===== config.mk =====
export PLATFORM = sky130hd
export DESIGN_NAME = scan_map_match_scorer_flat
export DESIGN_NICKNAME = d
export VERILOG_FILES = /design/src/rtl/core/smms_pkg.sv /design/src/rtl/core/smms_if.sv /design/src/rtl/core/smms_cfg.sv /design/src/rtl/core/smms_decode.sv /design/src/rtl/core/smms_accum.sv /design/src/rtl/core/scan_map_match_scorer.sv /design/src/flat_wrapper.sv
export SDC_FILE = /design/constraint.sdc
export NUM_CORES = 1
export LEC_CHECK = 0
export BUFFER_PORTS_ARGS = -buffer_cell sky130_fd_sc_hd__buf_4
export CAP_MARGIN = 20
export CORE_ASPECT_RATIO = 1.5
export CORE_UTILIZATION = 45
export CTS_CLUSTER_SIZE = 10
export DETAILED_ROUTE_END_ITERATION = 12
export SKIP_CTS_REPAIR_TIMING = 1
export SYNTH_ARGS = -nofsm -noshare
export SYNTH_HDL_FRONTEND = slang
export SYNTH_HIERARCHICAL = 1
export SYNTH_SLANG_ARGS = --single-unit

===== constraint.sdc =====
create_clock -name i_clk -period 17.5 [get_ports i_clk]
set_input_delay 3.5 -clock i_clk [delete_from_list [all_inputs] [get_ports i_clk]]
set_output_delay 3.5 -clock i_clk [all_outputs]
set_load 0.05 [all_outputs]

===== src/rtl/core/smms_pkg.sv =====
package smms_pkg;

    // window geometry
    localparam int unsigned WINDOW_SIZE_DEF = 240;
    localparam int unsigned COORD_W         = 8;
    localparam int unsigned PIX_W           = 8;

    // weight arithmetic
    localparam int unsigned WEIGHT_W = 27;
    localparam int unsigned REWARD_W = 10;

    localparam logic signed [WEIGHT_W-1:0] WEIGHT_MAX  = 27'sd67108863;
    localparam logic signed [WEIGHT_W-1:0] PEN_THRESH  = 27'sd100;
    localparam logic signed [WEIGHT_W-1:0] PEN_STEP    = 27'sd1000;
    localparam logic signed [WEIGHT_W-1:0] FREE_THRESH = 27'sd1;
    localparam logic signed [WEIGHT_W-1:0] FREE_STEP   = 27'sd10;
    localparam logic [REWARD_W-1:0]        FREE_REWARD = 10'd10;

    // pixel codes
    localparam logic [PIX_W-1:0] PIX_OBSTACLE = 8'd0;
    localparam logic [PIX_W-1:0] PIX_UNKNOWN  = 8'd205;
    localparam logic [PIX_W-1:0] PIX_FREE     = 8'd255;

    // register file
    localparam int unsigned APB_ADDR_W = 3;
    localparam int unsigned APB_DATA_W = 32;
    localparam logic        REG_FREE_SPACE_MODE = 1'b0;  // word index, paddr[2]

    typedef enum logic [1:0] {
        OP_NONE,
        OP_ADD,
        OP_OBS_PENALTY,
        OP_FREE_PENALTY
    } t_op;

    typedef struct packed {
        logic                first;
        logic                last;
        t_op                 op;
        logic [REWARD_W-1:0] amount;
    } t_score_cmd;

    // graded obstacle reward by global shade
    function automatic logic [REWARD_W-1:0] obstacle_reward(input logic [PIX_W-1:0] m);
        logic [REWARD_W-1:0] r;
        case (m)
            8'd0:    r = 10'd1000;
            8'd20:   r = 10'd900;
            8'd40:   r = 10'd800;
            8'd60:   r = 10'd700;
            8'd80:   r = 10'd600;
            8'd100:  r = 10'd500;
            8'd120:  r = 10'd400;
            8'd140:  r = 10'd300;
            8'd160:  r = 10'd200;
            8'd180:  r = 10'd100;
            8'd200:  r = 10'd50;
            default: r = 10'd0;
        endcase
        return r;
    endfunction

endpackage


===== src/rtl/core/smms_if.sv =====
interface smms_item_if;
    logic                        valid;
    logic                        ready;
    logic                        first_cell;
    logic                        last_cell;
    logic [smms_pkg::COORD_W-1:0] cell_col;
    logic [smms_pkg::COORD_W-1:0] cell_row;
    logic [smms_pkg::PIX_W-1:0]   scan_value;
    logic [smms_pkg::PIX_W-1:0]   map_value;

    modport source (
        output valid, first_cell, last_cell, cell_col, cell_row, scan_value, map_value,
        input  ready
    );
    modport sink (
        input  valid, first_cell, last_cell, cell_col, cell_row, scan_value, map_value,
        output ready
    );
endinterface

interface smms_result_if;
    logic                                valid;
    logic                                ready;
    logic signed [smms_pkg::WEIGHT_W-1:0] match_weight;

    modport source (output valid, match_weight, input ready);
    modport sink   (input valid, match_weight, output ready);
endinterface


===== src/rtl/core/smms_cfg.sv =====
module smms_cfg (
    input  logic                              i_clk,
    input  logic                              i_rst_n,
    input  logic                              i_psel,
    input  logic                              i_penable,
    input  logic                              i_pwrite,
    input  logic [smms_pkg::APB_ADDR_W-1:0]   i_paddr,
    input  logic [smms_pkg::APB_DATA_W-1:0]   i_pwdata,
    output logic [smms_pkg::APB_DATA_W-1:0]   o_prdata,
    output logic                              o_pready,
    output logic                              o_free_mode
);

    logic r_free_mode;
    logic n_free_mode;
    logic w_wr;

    assign w_wr     = i_psel && i_penable && i_pwrite;
    assign o_pready = 1'b1;

    always_comb begin
        n_free_mode = r_free_mode;
        if (w_wr && i_paddr[2] == smms_pkg::REG_FREE_SPACE_MODE) begin
            n_free_mode = i_pwdata[0];
        end
    end

    always_ff @(posedge i_clk) begin
        if (!i_rst_n) begin
            r_free_mode <= 1'b0;
        end else begin
            r_free_mode <= n_free_mode;
        end
    end

    always_comb begin
        o_prdata = '0;
        if (i_paddr[2] == smms_pkg::REG_FREE_SPACE_MODE) begin
            o_prdata[0] = r_free_mode;
        end
    end

    assign o_free_mode = r_free_mode;

endmodule


===== src/rtl/core/smms_decode.sv =====
module smms_decode #(
    parameter int unsigned WINDOW_SIZE = smms_pkg::WINDOW_SIZE_DEF
) (
    input  logic                  i_clk,
    input  logic                  i_rst_n,
    input  logic                  i_adv,
    input  logic                  i_free_mode,
    smms_item_if.sink             i_item,
    output smms_pkg::t_score_cmd  o_cmd,
    output logic                  o_cmd_vld
);

    localparam int unsigned HALF   = WINDOW_SIZE / 2;
    localparam int unsigned HALF_W = $clog2(HALF + 1);
    localparam int unsigned D_W    =
        ((HALF_W > smms_pkg::COORD_W) ? HALF_W : smms_pkg::COORD_W) + 1;
    localparam int unsigned SQ_W   = 2 * D_W;
    localparam logic [SQ_W:0] R_SQ = (SQ_W + 1)'(HALF * HALF);

    // input register
    logic                          r_in_vld;
    logic                          r_first;
    logic                          r_last;
    logic [smms_pkg::COORD_W-1:0]  r_col;
    logic [smms_pkg::COORD_W-1:0]  r_row;
    logic [smms_pkg::PIX_W-1:0]    r_scan;
    logic [smms_pkg::PIX_W-1:0]    r_map;

    // command register
    logic                          r_cmd_vld;
    smms_pkg::t_score_cmd          r_cmd;
    smms_pkg::t_score_cmd          n_cmd;

    logic signed [D_W-1:0]         w_dx;
    logic signed [D_W-1:0]         w_dy;
    logic signed [SQ_W-1:0]        w_dx_ext;
    logic signed [SQ_W-1:0]        w_dy_ext;
    logic [SQ_W-1:0]               w_dx2;
    logic [SQ_W-1:0]               w_dy2;
    logic [SQ_W:0]                 w_dist2;
    logic                          w_in_circle;

    assign i_item.ready = i_adv;

    always_ff @(posedge i_clk) begin
        if (!i_rst_n) begin
            r_in_vld  <= 1'b0;
            r_cmd_vld <= 1'b0;
        end else if (i_adv) begin
            r_in_vld  <= i_item.valid;
            r_cmd_vld <= r_in_vld;
        end
    end

    always_ff @(posedge i_clk) begin
        if (i_adv) begin
            r_first <= i_item.first_cell;
            r_last  <= i_item.last_cell;
            r_col   <= i_item.cell_col;
            r_row   <= i_item.cell_row;
            r_scan  <= i_item.scan_value;
            r_map   <= i_item.map_value;
            r_cmd   <= n_cmd;
        end
    end

    // inscribed circle test
    assign w_dx     = $signed(D_W'(r_col)) - $signed(D_W'(HALF));
    assign w_dy     = $signed(D_W'(HALF)) - $signed(D_W'(r_row));
    assign w_dx_ext = SQ_W'(w_dx);
    assign w_dy_ext = SQ_W'(w_dy);
    assign w_dx2    = $unsigned(w_dx_ext * w_dx_ext);
    assign w_dy2    = $unsigned(w_dy_ext * w_dy_ext);
    assign w_dist2  = {1'b0, w_dx2} + {1'b0, w_dy2};
    assign w_in_circle = (w_dist2 < R_SQ);

    always_comb begin
        n_cmd.first  = r_first;
        n_cmd.last   = r_last;
        n_cmd.op     = smms_pkg::OP_NONE;
        n_cmd.amount = '0;
        if (w_in_circle) begin
            if (r_scan == smms_pkg::PIX_OBSTACLE) begin
                if (r_map == smms_pkg::PIX_UNKNOWN || r_map == smms_pkg::PIX_FREE) begin
                    n_cmd.op = smms_pkg::OP_OBS_PENALTY;
                end else begin
                    n_cmd.op     = smms_pkg::OP_ADD;
                    n_cmd.amount = smms_pkg::obstacle_reward(r_map);
                end
            end else if (r_scan == smms_pkg::PIX_FREE && i_free_mode) begin
                if (r_map == smms_pkg::PIX_FREE) begin
                    n_cmd.op     = smms_pkg::OP_ADD;
                    n_cmd.amount = smms_pkg::FREE_REWARD;
                end else if (r_map == smms_pkg::PIX_UNKNOWN) begin
                    n_cmd.op = smms_pkg::OP_FREE_PENALTY;
                end
            end
        end
    end

    assign o_cmd     = r_cmd;
    assign o_cmd_vld = r_cmd_vld;

endmodule


===== src/rtl/core/smms_accum.sv =====
module smms_accum (
    input  logic                  i_clk,
    input  logic                  i_rst_n,
    input  smms_pkg::t_score_cmd  i_cmd,
    input  logic                  i_cmd_vld,
    smms_result_if.source         o_result,
    output logic                  o_adv
);

    localparam int unsigned W = smms_pkg::WEIGHT_W;

    logic signed [W-1:0] r_weight;
    logic signed [W-1:0] n_weight;
    logic                r_out_vld;
    logic signed [W-1:0] r_out_w;

    logic signed [W-1:0] w_base;
    logic signed [W:0]   w_sum;

    // whole pipeline moves whenever the result slot is free or being drained
    assign o_adv = !r_out_vld || o_result.ready;

    assign w_base = i_cmd.first ? '0 : r_weight;
    assign w_sum  = $signed({w_base[W-1], w_base}) + $signed((W + 1)'(i_cmd.amount));

    always_comb begin
        case (i_cmd.op)
            smms_pkg::OP_ADD: begin
                if (w_sum > $signed({1'b0, smms_pkg::WEIGHT_MAX})) begin
                    n_weight = smms_pkg::WEIGHT_MAX;
                end else begin
                    n_weight = w_sum[W-1:0];
                end
            end
            smms_pkg::OP_OBS_PENALTY: begin
                n_weight = (w_base > smms_pkg::PEN_THRESH) ? w_base - smms_pkg::PEN_STEP : '0;
            end
            smms_pkg::OP_FREE_PENALTY: begin
                n_weight = (w_base > smms_pkg::FREE_THRESH) ? w_base - smms_pkg::FREE_STEP
                                                            : w_base;
            end
            default: begin
                n_weight = w_base;
            end
        endcase
    end

    always_ff @(posedge i_clk) begin
        if (!i_rst_n) begin
            r_weight  <= '0;
            r_out_vld <= 1'b0;
        end else if (o_adv) begin
            if (i_cmd_vld) begin
                r_weight <= n_weight;
            end
            r_out_vld <= i_cmd_vld && i_cmd.last;
        end
    end

    always_ff @(posedge i_clk) begin
        if (o_adv && i_cmd_vld && i_cmd.last) begin
            r_out_w <= n_weight;
        end
    end

    assign o_result.valid        = r_out_vld;
    assign o_result.match_weight = r_out_w;

endmodule


===== src/rtl/core/scan_map_match_scorer.sv =====
// Channel   Dir  Handshake       Payload
// i_item    in   valid / ready   first_cell, last_cell, cell_col, cell_row,
//                                scan_value, map_value
// o_result  out  valid / ready   match_weight (27b signed), one word per last_cell
// APB       in   psel/penable    reg 0 @ 0x0: free_space_mode (bit 0)
//
// One cell word per cycle while the result side keeps up; a result word passes
// input reg -> decode reg -> result reg after its last_cell word is taken.
// The running weight update (add or subtract, saturate, select) is combinational.
// Synchronous active-low reset clears the weight, free_space_mode and all valids.
// A stalled result freezes the whole pipe; i_item.ready drops only while the
// result register is full and not being taken.
module scan_map_match_scorer #(
    parameter int unsigned WINDOW_SIZE = smms_pkg::WINDOW_SIZE_DEF
) (
    input  logic                             i_clk,
    input  logic                             i_rst_n,
    smms_item_if.sink                        i_item,
    smms_result_if.source                    o_result,
    input  logic                             psel,
    input  logic                             penable,
    input  logic                             pwrite,
    input  logic [smms_pkg::APB_ADDR_W-1:0]  paddr,
    input  logic [smms_pkg::APB_DATA_W-1:0]  pwdata,
    output logic [smms_pkg::APB_DATA_W-1:0]  prdata,
    output logic                             pready
);

    logic                 w_free_mode;
    logic                 w_adv;
    smms_pkg::t_score_cmd w_cmd;
    logic                 w_cmd_vld;

    // config registers
    smms_cfg u_cfg (
        .i_clk       (i_clk),
        .i_rst_n     (i_rst_n),
        .i_psel      (psel),
        .i_penable   (penable),
        .i_pwrite    (pwrite),
        .i_paddr     (paddr),
        .i_pwdata    (pwdata),
        .o_prdata    (prdata),
        .o_pready    (pready),
        .o_free_mode (w_free_mode)
    );

    // input register, circle test and cell classification
    smms_decode #(
        .WINDOW_SIZE (WINDOW_SIZE)
    ) u_decode (
        .i_clk       (i_clk),
        .i_rst_n     (i_rst_n),
        .i_adv       (w_adv),
        .i_free_mode (w_free_mode),
        .i_item      (i_item),
        .o_cmd       (w_cmd),
        .o_cmd_vld   (w_cmd_vld)
    );

    // running weight and result register
    smms_accum u_accum (
        .i_clk     (i_clk),
        .i_rst_n   (i_rst_n),
        .i_cmd     (w_cmd),
        .i_cmd_vld (w_cmd_vld),
        .o_result  (o_result),
        .o_adv     (w_adv)
    );

endmodule


===== src/flat_wrapper.sv =====
// flat-port wrapper written by rule: the top's interface ports become plain ports
module scan_map_match_scorer_flat 
#(
    parameter int unsigned WINDOW_SIZE = smms_pkg::WINDOW_SIZE_DEF
)
  (i_clk, i_rst_n, psel, penable, pwrite, paddr, pwdata, prdata, pready, i_item_valid, i_item_first_cell, i_item_last_cell, i_item_cell_col, i_item_cell_row, i_item_scan_value, i_item_map_value, i_item_ready, o_result_valid, o_result_match_weight, o_result_ready);
  smms_item_if i_item_i ();
  smms_result_if o_result_i ();
  input  logic i_clk;
  input  logic i_rst_n;
  input  logic psel;
  input  logic penable;
  input  logic pwrite;
  input  logic [smms_pkg::APB_ADDR_W-1:0] paddr;
  input  logic [smms_pkg::APB_DATA_W-1:0] pwdata;
  output logic [smms_pkg::APB_DATA_W-1:0] prdata;
  output logic pready;
  input wire logic [$bits(i_item_i.valid)-1:0] i_item_valid;
  input wire logic [$bits(i_item_i.first_cell)-1:0] i_item_first_cell;
  input wire logic [$bits(i_item_i.last_cell)-1:0] i_item_last_cell;
  input wire logic [$bits(i_item_i.cell_col)-1:0] i_item_cell_col;
  input wire logic [$bits(i_item_i.cell_row)-1:0] i_item_cell_row;
  input wire logic [$bits(i_item_i.scan_value)-1:0] i_item_scan_value;
  input wire logic [$bits(i_item_i.map_value)-1:0] i_item_map_value;
  output wire logic [$bits(i_item_i.ready)-1:0] i_item_ready;
  output wire logic [$bits(o_result_i.valid)-1:0] o_result_valid;
  output wire logic [$bits(o_result_i.match_weight)-1:0] o_result_match_weight;
  input wire logic [$bits(o_result_i.ready)-1:0] o_result_ready;
  assign i_item_i.valid = i_item_valid;
  assign i_item_i.first_cell = i_item_first_cell;
  assign i_item_i.last_cell = i_item_last_cell;
  assign i_item_i.cell_col = i_item_cell_col;
  assign i_item_i.cell_row = i_item_cell_row;
  assign i_item_i.scan_value = i_item_scan_value;
  assign i_item_i.map_value = i_item_map_value;
  assign i_item_ready = i_item_i.ready;
  assign o_result_valid = o_result_i.valid;
  assign o_result_match_weight = o_result_i.match_weight;
  assign o_result_i.ready = o_result_ready;
  scan_map_match_scorer #(.WINDOW_SIZE(WINDOW_SIZE)) u_core (.i_clk(i_clk), .i_rst_n(i_rst_n), .i_item(i_item_i), .o_result(o_result_i), .psel(psel), .penable(penable), .pwrite(pwrite), .paddr(paddr), .pwdata(pwdata), .prdata(prdata), .pready(pready));
endmodule

==> metrics.cfg, run 1 <==
[outcome]
outcome = completed

[floorplan]
start_util_pct = 45.58
placeableCoreArea_sq_um = 30160
rows = 78
chipHeight_um = 216.1
die_width_um = 144.7
die-area_sq_um = 31260
ioPinCount = 138

[logic_synthesis]
synthDistinctLibCells = 102
number_of_enable_type_register_cells_in_the_synthesized_netlist = 74
async_reset_ff_share_pct = 0
yosys_warnings = 6
yosysMostFrequentCell = inv_1
synth.area.top_cells = fa_1, edfxtp_1, ha_1
synth_top_area_cell = fa_1
syn_avg_cell_area_sq_um = 8.640
synthDominantCellAreaShare_pct = 16.75
netlist_area_sq_um = 13750
seq_area_frac_synth_pct = 20.68
synth_top_flop_cell = edfxtp_1
synthesis.instances = 1591
synth_top_cells_by_count = inv_1, nor2_1, nand2_1, fa_1, ha_1
synth-seq-cells = 105

[worst_setup_path]
register_to_register_setup_slack_ns = 8.91
critical_path_startpoint = u_core/u_decode/r_row[0]$_DFFE_PP_
crit_required_ns = 17.63
cpLargestDelayFamily = adder cells
crit_cells = 31
timing.rr.end = u_core/u_decode/o_cmd[8]$_SDFFCE_PP0P_
setup.worst_path.end = u_core/u_decode/o_cmd[8]$_SDFFCE_PP0P_
crit_top_cell = inv_1
worst_path_largest_cell_delay_ns = 0.61
start_kind = register
crit-reg2reg-launch = u_core/u_decode/r_row[0]$_DFFE_PP_
worst_path_max_delay_cell = fa_1
reg2reg_depth = 31
cp_max_fo = 11
buf_inv_stages_crit_path = 5
worstSetupEndpointType = register
worst_ep_arrival_time_ns = 8.71
timing_worst_setup_path_type = register to register

[global_route]
met1_layer_usage_reported_by_global_route_pct = 25.61
antenna_found_initial = 2
grt_pass1_wl_um = 59890
globalRouteMet3Util_pct = 3.668
gr-usage-met2_pct = 45.18
grt_max_degree = 54
grt_usage_pct = 24.81
globalRouteOverflowTotal = 0
first_global_vias = 11793
global_route.peak_usage_layer = met2

[sta]
final-max-slew-violation-count = 0
tns_ns = 0
timing.final.ws_setup_ns = 8.911
finalSetupViolCount = 0
rsz0062_at_grt = false
skew_ns = 0.01458
layout_min_cycle_time_ns = 8.589
maxClockFrequency_ghz = 0.1164
worst_slew_margin_rel_pct = 27.16
worst_pin_slew_ns = 1.093
timing.final.crit_share_pct = 49.08
number_of_hold_violations_in_the_final_report = 0

[routing]
post_drt_via_cell_ratio = 5.708
post-route-drc-count = 0
wl_per_cell_um = 18.02
drt-pass1-iter-count = 6
dr_total_vias = 11531
initialDrtViolationCount = 581
ant_nets = 0
finalWirelength_um = 36410

[worst_hold_path]
worst_hold_path_type = register to register

[clocking]
clock_tree.buffer_depth = 2
clock-root-buffer = clkbuf_16
worst_skew_pair.late_latency_ns = 0.38
ctsHtreeMaxLevel = 3
tritoncts.num_buffers = 9
clk_pin_slew_worst_setup_hold_paths_ns = 0.09
cts_tree = yes
cts_num_sinks = 105

[final_layout]
drive_above_1_share_pct = 9.456
multi_input_comb_area_sq_um = 9699
number_of_nets_in_the_finished_design = 1913
area_growth_syn_to_layout_pct = 7.473
nFillCells = 2949
storage_element_area_sq_um = 2843

[placed_design]
place_congestion = 1.012
placement.setup.worst_slack_ns = 8.843
port_buffers = 72
detailed_place_hpwl_um = 28100

[flow_run]
cap_viol_max_count = 0

[final cells by class]
type                       count  area share [%]
antenna                        2         0.03388
clock buffer                   9           1.525
clock inverter                 7          0.4828
inverter                     198           5.031
multi-input combinational   1210           65.66
sequential                   105           19.24
tap                          400           3.388
timing repair buffer          89           4.641
[registers in the layout, summed over array words and instances, names as in the netlist]
signal / count
u_core/u_decode/r_scan: 8
u_core/u_accum/o_result.valid: 1
u_core/u_accum/o_result.match_weight: 27
u_core/u_decode/r_last: 1
u_core/u_cfg/o_free_mode: 1
u_core/u_decode/r_row: 8
u_core/u_decode/r_first: 1
u_core/u_accum/r_weight: 27
u_core/u_decode/o_cmd: 13
u_core/u_decode/r_in_vld: 1
u_core/u_decode/r_map: 8
u_core/u_decode/r_col: 8
u_core/u_decode/o_cmd_vld: 1
[stage by stage]
stage                     util, %  instances  instance area [sq um]  hold slack, ns
after floorplan                 -       1621                  13860          0.4003
after global placement      47.85       1999                  14430          0.4052
after detailed placement    47.85       1999                  14430          0.4071
after CTS                   48.84       2015                  14730          0.4245
after global routing        48.99       2020                  14770          0.4276
final                       48.99       2020                  14770          0.4243
[metal layers]
layer / up-vias / wire, um
met5: - / 0
met1: 5576 / 12940
li1: 5471 / -
met3: 145 / 1571
met4: 0 / 2467
met2: 339 / 19430
[placed cells by master (no fill, tap or decap), types with 7 or more instances in the layout]
cell	netlist	routed
dfxtp_1	31	31
nor2b_1	32	32
o21a_1	12	12
xnor2_1	66	66
nand3b_1	7	7
inv_1	197	197
nand2b_1	22	21
o22ai_1	12	12
and2_1	26	26
edfxtp_1	74	74
or2_2	9	9
nor3_1	52	52
a21boi_0	10	10
nor4_1	21	21
nand3_1	39	39
o21bai_1	7	7
mux2i_1	11	11
a21oi_1	65	65
a21o_1	18	18
buf_4	36	87
and3_1	12	12
clkbuf_16	0	9
a31oi_1	21	21
ha_1	109	109
a221oi_1	8	8
o211ai_1	9	9
conb_1	3	33
o31ai_1	12	12
or3_1	8	8
nand4_1	8	8
o21ai_0	62	62
nor2_1	127	127
fa_1	115	115
nand2_1	122	122
xor2_1	25	25
[worst min path at each step]
| stage | start | end | slack [ns] | depth (start not counted) |
|---|---|---|---|---|
| floorplan | u_core/u_decode/r_last$_DFFE_PP_ | u_core/u_decode/o_cmd[12]$_DFFE_PP_ | 0.40 | 0 |
| detailed placement | u_core/u_decode/r_last$_DFFE_PP_ | u_core/u_decode/o_cmd[12]$_DFFE_PP_ | 0.41 | 0 |
| global placement | u_core/u_decode/r_last$_DFFE_PP_ | u_core/u_decode/o_cmd[12]$_DFFE_PP_ | 0.41 | 0 |
| finish | u_core/u_decode/r_last$_DFFE_PP_ | u_core/u_decode/o_cmd[12]$_DFFE_PP_ | 0.42 | 0 |
| CTS | u_core/u_decode/r_last$_DFFE_PP_ | u_core/u_decode/o_cmd[12]$_DFFE_PP_ | 0.42 | 0 |
| global route | u_core/u_decode/r_last$_DFFE_PP_ | u_core/u_decode/o_cmd[12]$_DFFE_PP_ | 0.43 | 0 |
[cells by family after synthesis]
kind of cell | share of synthesized area, %
adder cells (fa/ha/maj) | 26.67
other | 0.08192
buffers and inverters | 9.621
flip-flops | 20.68
multiplexers | 0.9649
AND/OR/NAND/NOR | 18.66
AO/OA/AOI/OAI | 17.52
XOR/XNOR | 5.798
Power of run 1 is not shown: default switching activity piles up to over one toggle a cycle in this logic, so the estimate is an artifact.
==> inputs of run 2 (changes only) <==
PLACE_DENSITY = 0.66   (was default)
clock period = 7.9 ns   (was 17.5 ns; I/O delays follow)
==> run 2 against run 1 <==
Net effect: critical path depth unchanged; hold slack improved by 0.0066 ns; fmax is 15% higher; sequential share of layout area decreased by 0.32 points; highest routed layer unchanged; critical path type unchanged; design area is 1.7% higher; utilization grew 0.83 points; via count grew 0.50%.
==> metrics.cfg, run 2 (synthesized netlist as in run 1, its figures left out) <==
[clocking]
clock-root-buffer = clkbuf_16  ; unchanged
ctsHtreeMaxLevel = 3  ; unchanged
tritoncts.num_buffers = 9  ; unchanged
cts_num_sinks = 105  ; unchanged
clk_pin_slew_worst_setup_hold_paths_ns = 0.08  ; was 0.09 ns
clock_tree.buffer_depth = 2  ; unchanged
worst_skew_pair.late_latency_ns = 0.39  ; was 0.38 ns
cts_tree = yes  ; unchanged

[sta]
timing.final.crit_share_pct = 94.75  ; was 49.08%
holdWs_ns = 0.4309  ; was 0.4243 ns
layout_min_cycle_time_ns = 7.486  ; was 8.589 ns
maxClockFrequency_ghz = 0.1336  ; was 0.1164 GHz
worst_slew_margin_rel_pct = 28.12  ; was 27.16%
final-max-slew-violation-count = 0  ; unchanged
number_of_hold_violations_in_the_final_report = 0  ; unchanged
skew_ns = 0.01431  ; was 0.01458 ns
worst_pin_slew_ns = 1.064  ; was 1.093 ns
finalSetupViolCount = 0  ; unchanged

[worst_setup_path]
crit_required_ns = 8.11  ; was 17.63 ns
worst_path_max_delay_cell = fa_1  ; unchanged
start_kind = register  ; unchanged
register_to_register_setup_slack_ns = 0.41  ; was 8.91 ns
worstSetupEndpointType = register  ; unchanged
worst_path_largest_cell_delay_ns = 0.61  ; about the same
crit-reg2reg-launch = u_core/u_decode/r_row[0]$_DFFE_PP_  ; unchanged
timing.rr.end = u_core/u_decode/o_cmd[5]$_SDFFCE_PP0P_  ; was u_core/u_decode/o_cmd[8]$_SDFFCE_PP0P_
timing_worst_setup_path_type = register to register  ; unchanged
cp_max_fo = 6  ; was 11
worst_ep_arrival_time_ns = 7.69  ; was 8.71 ns
reg2reg_depth = 31  ; unchanged

[final_layout]
area_growth_syn_to_layout_pct = 9.303  ; was 7.473%
nFillCells = 2886  ; was 2949
final_cell_mix = inv_1, nor2_1, nand2_1  ; unchanged
design_area_sq_um = 15020  ; was 14770 sq um
storage_element_area_sq_um = 2843  ; unchanged
drive_above_1_share_pct = 11.44  ; was 9.456%
final_common_cell = inv_1  ; unchanged
number_of_nets_in_the_finished_design = 1930  ; was 1913
multi_input_comb_area_sq_um = 9794  ; was 9699 sq um
diodes = 0  ; was 2

[global_route]
grt_usage_pct = 23.98  ; was 24.81%
globalRouteOverflowTotal = 0  ; unchanged
grt_max_degree = 64  ; was 54
antenna_found_initial = 1  ; was 2
grt_pass1_wl_um = 58240  ; was 59890 um
first_global_vias = 11744  ; was 11793

[floorplan]
placeableCoreArea_sq_um = 30160  ; unchanged
die-area_sq_um = 31260  ; unchanged
chipHeight_um = 216.1  ; unchanged
ioPinCount = 138  ; unchanged
rows = 78  ; unchanged
start_util_pct = 45.58  ; unchanged
die_width_um = 144.7  ; unchanged

[placed_design]
place_congestion = 0.9415  ; was 1.012
dpl_cell_area_sq_um = 14570  ; was 14430 sq um
detailed_place_hpwl_um = 27370  ; was 28100 um
port_buffers = 72  ; unchanged

[routing]
ant_nets = 0  ; unchanged
wl_per_cell_um = 17.73  ; was 18.02 um
finalWirelength_um = 36080  ; was 36410 um
post-route-drc-count = 0  ; unchanged
initialDrtViolationCount = 804  ; was 581
dr_total_vias = 11589  ; was 11531
post_drt_via_cell_ratio = 5.695  ; was 5.708
drt-pass1-iter-count = 5  ; was 6

[outcome]
outcome = completed  ; unchanged

[flow_run]
cap_viol_max_count = 0  ; unchanged

[worst_hold_path]
holdPathStages = 0  ; unchanged
hold_end = u_core/u_decode/o_cmd[13]$_DFFE_PP_  ; was u_core/u_decode/o_cmd[12]$_DFFE_PP_
hp-start = u_core/u_decode/r_first$_DFFE_PP_  ; was u_core/u_decode/r_last$_DFFE_PP_
worst_hold_path_type = register to register  ; unchanged

[run 2: cell types whose count changed in the layout (fill, tap and decap cells not counted), sizes merged]
cell / change
clkinv: +1
buf: +16
clkinvlp: +1
inv: -2
clkbuf: +1
diode: -2
[run 2: per-stage QoR]
stage	setup WS (ns)	setup TNS (ns)	util (%)	cells
finish	0.4144	0	49.82	2035
floorplan	0.7485	0	-	1621
detailed placement	0.2168	0	48.32	2016
global placement	0.3980	0	48.32	2016
global route	-0.04102	-0.1384	49.82	2035
CTS	0.1726	0	49.31	2032
[run 2: critical path: cells and delay by family, from the launching register on]
family | cells | cell delay [ns]
buf+inv | 6 | 0.53
xor+xnor | 2 | 0.42
simple gates | 8 | 1.07
compound gates | 6 | 1.38
mux | 1 | 0.22
flops | 1 | 0.47
fa+ha+maj | 8 | 3.23
[run 2: layout make-up]
type / instances / share of cell area (%)
tap: 400 / 3.331
clock buffer: 9 / 1.499
timing repair buffer: 106 / 5.630
clock inverter: 7 / 0.4830
multi-input combinational: 1210 / 65.19
inverter: 198 / 4.947
sequential: 105 / 18.92
[run 2: worst max path at each step]
stage	slack (ns)	endpoint	depth (start not counted)	from
floorplan	0.75	u_core/u_decode/o_cmd[2]$_SDFFCE_PP0P_	33	u_core/u_decode/r_row[0]$_DFFE_PP_
CTS	0.17	u_core/u_decode/o_cmd[9]$_SDFFCE_PP0P_	29	u_core/u_decode/r_row[0]$_DFFE_PP_
global route	-0.04	u_core/u_decode/o_cmd[2]$_SDFFCE_PP0P_	32	u_core/u_decode/r_row[0]$_DFFE_PP_
detailed placement	0.22	u_core/u_decode/o_cmd[9]$_SDFFCE_PP0P_	29	u_core/u_decode/r_row[0]$_DFFE_PP_
global placement	0.40	u_core/u_decode/o_cmd[2]$_SDFFCE_PP0P_	33	u_core/u_decode/r_row[0]$_DFFE_PP_
finish	0.41	u_core/u_decode/o_cmd[5]$_SDFFCE_PP0P_	31	u_core/u_decode/r_row[0]$_DFFE_PP_
[run 2: per-layer routing]
layer	wire length [um]	share of wire (%)	track usage, %	vias to the layer above
li1	-	-	-	5512
met5	0	0	0	-
met3	1577	4.4	3.005	115
met2	19540	54	44.63	329
met4	2068	5.7	14.60	0
met1	12900	36	25.03	5633
Power of run 2 is left out for the same reason.
==> inputs of run 3 (changes only) <==
CTS_CLUSTER_SIZE = default   (was 10)
PLACE_DENSITY = 0.63   (was 0.66)
SLEW_MARGIN = 25   (was default)
==> run 3 against run 2 <==
Net effect: global-route usage up 0.83 points; critical path depth up 1; die area unchanged; sequential share of layout area up 0.092 points; hold slack worse by 0.0066 ns; non-clock buffer count up 2; utilization down 0.24 points; fmax up 1.2%; first-iteration DRC count up 2.6%.
==> metrics.cfg, run 3 (synthesized netlist as in run 1, its figures left out) <==
[worst_setup_path]
timing.rr.end = u_core/u_decode/o_cmd[2]$_SDFFCE_PP0P_  ; was u_core/u_decode/o_cmd[5]$_SDFFCE_PP0P_
cpLargestDelayFamily = adder cells  ; unchanged
reg2reg_depth = 32  ; was 31
cp_max_fo = 10  ; was 6
crit_top_cell = inv_1
buf_inv_stages_crit_path = 6  ; unchanged
worstSetupEndpointType = register  ; unchanged
crit-reg2reg-launch = u_core/u_decode/r_row[0]$_DFFE_PP_  ; unchanged
timing_worst_setup_path_type = register to register  ; unchanged
start_kind = register  ; unchanged
register_to_register_setup_slack_ns = 0.51  ; was 0.41 ns
worst_path_largest_cell_delay_ns = 0.61  ; about the same
crit_required_ns = 8.10  ; was 8.11 ns
worst_ep_arrival_time_ns = 7.59  ; was 7.69 ns
crit_cells = 32  ; was 31
worst_path_max_delay_cell = fa_1  ; unchanged

[sta]
maxClockFrequency_ghz = 0.1352  ; was 0.1336 GHz
finalSetupViolCount = 0  ; unchanged
worst_slew_margin_rel_pct = 27.34  ; was 28.12%
skew_ns = 0.01028  ; was 0.01431 ns
layout_min_cycle_time_ns = 7.394  ; was 7.486 ns
number_of_hold_violations_in_the_final_report = 0  ; unchanged
timing.final.crit_share_pct = 93.60  ; was 94.75%
worst_pin_slew_ns = 1.090  ; was 1.064 ns
final-max-slew-violation-count = 0  ; unchanged
holdWs_ns = 0.4243  ; was 0.4309 ns

[placed_design]
place_congestion = 0.9750  ; was 0.9415
detailed_place_hpwl_um = 28150  ; was 27370 um
port_buffers = 72  ; unchanged
dpl_cell_area_sq_um = 14580  ; was 14570 sq um

[final_layout]
area_growth_syn_to_layout_pct = 8.775  ; was 9.303%
drive_above_1_share_pct = 11.24  ; was 11.44%
number_of_nets_in_the_finished_design = 1932  ; was 1930
final_cell_mix = inv_1, nor2_1, nand2_1  ; unchanged
design_area_sq_um = 14950  ; was 15020 sq um
final_common_cell = inv_1  ; unchanged
nFillCells = 2909  ; was 2886

[clocking]
ctsHtreeMaxLevel = 3  ; unchanged
cts_tree = yes  ; unchanged
clock_tree.buffer_depth = 2  ; unchanged
cts_num_sinks = 105  ; unchanged
worst_skew_pair.late_latency_ns = 0.39  ; about the same
tritoncts.num_buffers = 9  ; unchanged
clock-root-buffer = clkbuf_16  ; unchanged
clk_pin_slew_worst_setup_hold_paths_ns = 0.08  ; about the same

[routing]
post_drt_via_cell_ratio = 5.724  ; was 5.695
dr_total_vias = 11665  ; was 11589
drt-pass1-iter-count = 7  ; was 5
ant_nets = 0  ; unchanged
wl_per_cell_um = 18.07  ; was 17.73 um
finalWirelength_um = 36820  ; was 36080 um
initialDrtViolationCount = 825  ; was 804
post-route-drc-count = 0  ; unchanged

[worst_hold_path]
hp-start = u_core/u_decode/r_first$_DFFE_PP_  ; unchanged
worst_hold_path_type = register to register  ; unchanged
holdPathStages = 0  ; unchanged
hold_end = u_core/u_decode/o_cmd[13]$_DFFE_PP_  ; unchanged

[global_route]
grt_pass1_wl_um = 59530  ; was 58240 um
antenna_found_initial = 3  ; was 1
globalRouteOverflowTotal = 0  ; unchanged
grt_max_degree = 57  ; was 64
first_global_vias = 11835  ; was 11744
grt_usage_pct = 24.81  ; was 23.98%

[outcome]
outcome = completed  ; unchanged

[floorplan]
die-area_sq_um = 31260  ; unchanged
start_util_pct = 45.58  ; unchanged
ioPinCount = 138  ; unchanged
placeableCoreArea_sq_um = 30160  ; unchanged
die_width_um = 144.7  ; unchanged
chipHeight_um = 216.1  ; unchanged
rows = 78  ; unchanged

[flow_run]
cap_viol_max_count = 0  ; unchanged

## run 3: changes by cell type in the layout (fill, tap and decap cells not counted), moves of 2 or more
cell / delta
buf_4: +5
inv_6: +3
nor4_1: +2
clkinv_4: -2
nor4_2: -2
o21ai_1: -2
## run 3: worst max-delay path by stage
stage                                                  start                                 endpoint  slack (ns)
after floorplan           u_core/u_decode/r_row[0]$_DFFE_PP_   u_core/u_decode/o_cmd[2]$_SDFFCE_PP0P_        0.75
after global placement    u_core/u_decode/r_row[0]$_DFFE_PP_  u_core/u_decode/o_cmd[11]$_SDFFCE_PP0P_        0.38
after detailed placement  u_core/u_decode/r_row[0]$_DFFE_PP_   u_core/u_decode/o_cmd[9]$_SDFFCE_PP0P_        0.28
after CTS                 u_core/u_decode/r_row[0]$_DFFE_PP_   u_core/u_decode/o_cmd[9]$_SDFFCE_PP0P_        0.22
after global routing      u_core/u_decode/r_row[0]$_DFFE_PP_  u_core/u_decode/o_cmd[11]$_SDFFCE_PP0P_      -0.003
final                     u_core/u_decode/r_row[0]$_DFFE_PP_   u_core/u_decode/o_cmd[2]$_SDFFCE_PP0P_        0.51
## run 3: cell type report
cell class                 count  area (sq um)  share of cell area, %
inverter                     198         743.2                  4.971
clock inverter                 7         78.83                 0.5272
clock buffer                   9         225.2                  1.506
tap                          400         500.5                  3.347
multi-input combinational   1210          9748                  65.20
sequential                   105          2843                  19.01
antenna                        1         2.502                0.01674
timing repair buffer         108         810.8                  5.423
## run 3: per-stage QoR
step                setup WS, ns  util (%)  cells   TNS [ns]
finish                    0.5059     49.58   2038          0
global route           -0.002982     49.58   2038  -0.002982
CTS                       0.2154     49.36   2035          0
detailed placement        0.2778     48.35   2019          0
global placement          0.3779     48.35   2019          0
floorplan                 0.7485         -   1621          0
## run 3: worst register-to-register path: cells and delay by family (launching register included)
| kind | cells | cell delay (ns) |
|---|---|---|
| AOI/OAI and AO/OA | 9 | 1.62 |
| xor gates and xnor gates | 2 | 0.37 |
| adders and majority gates | 8 | 3.22 |
| buffers and inverters | 6 | 0.59 |
| DFF | 1 | 0.45 |
| and+or+nand+nor | 7 | 0.96 |
## run 3: routing by layer
layer	vias up	global-route usage, %	part of all wire [%]
met5	-	0	0.081
met4	4	16.28	5.9
met3	136	4.308	4.8
met2	376	45.64	54
met1	5633	25.12	35
li1	5516	-	-
Power of run 3 is left out for the same reason.
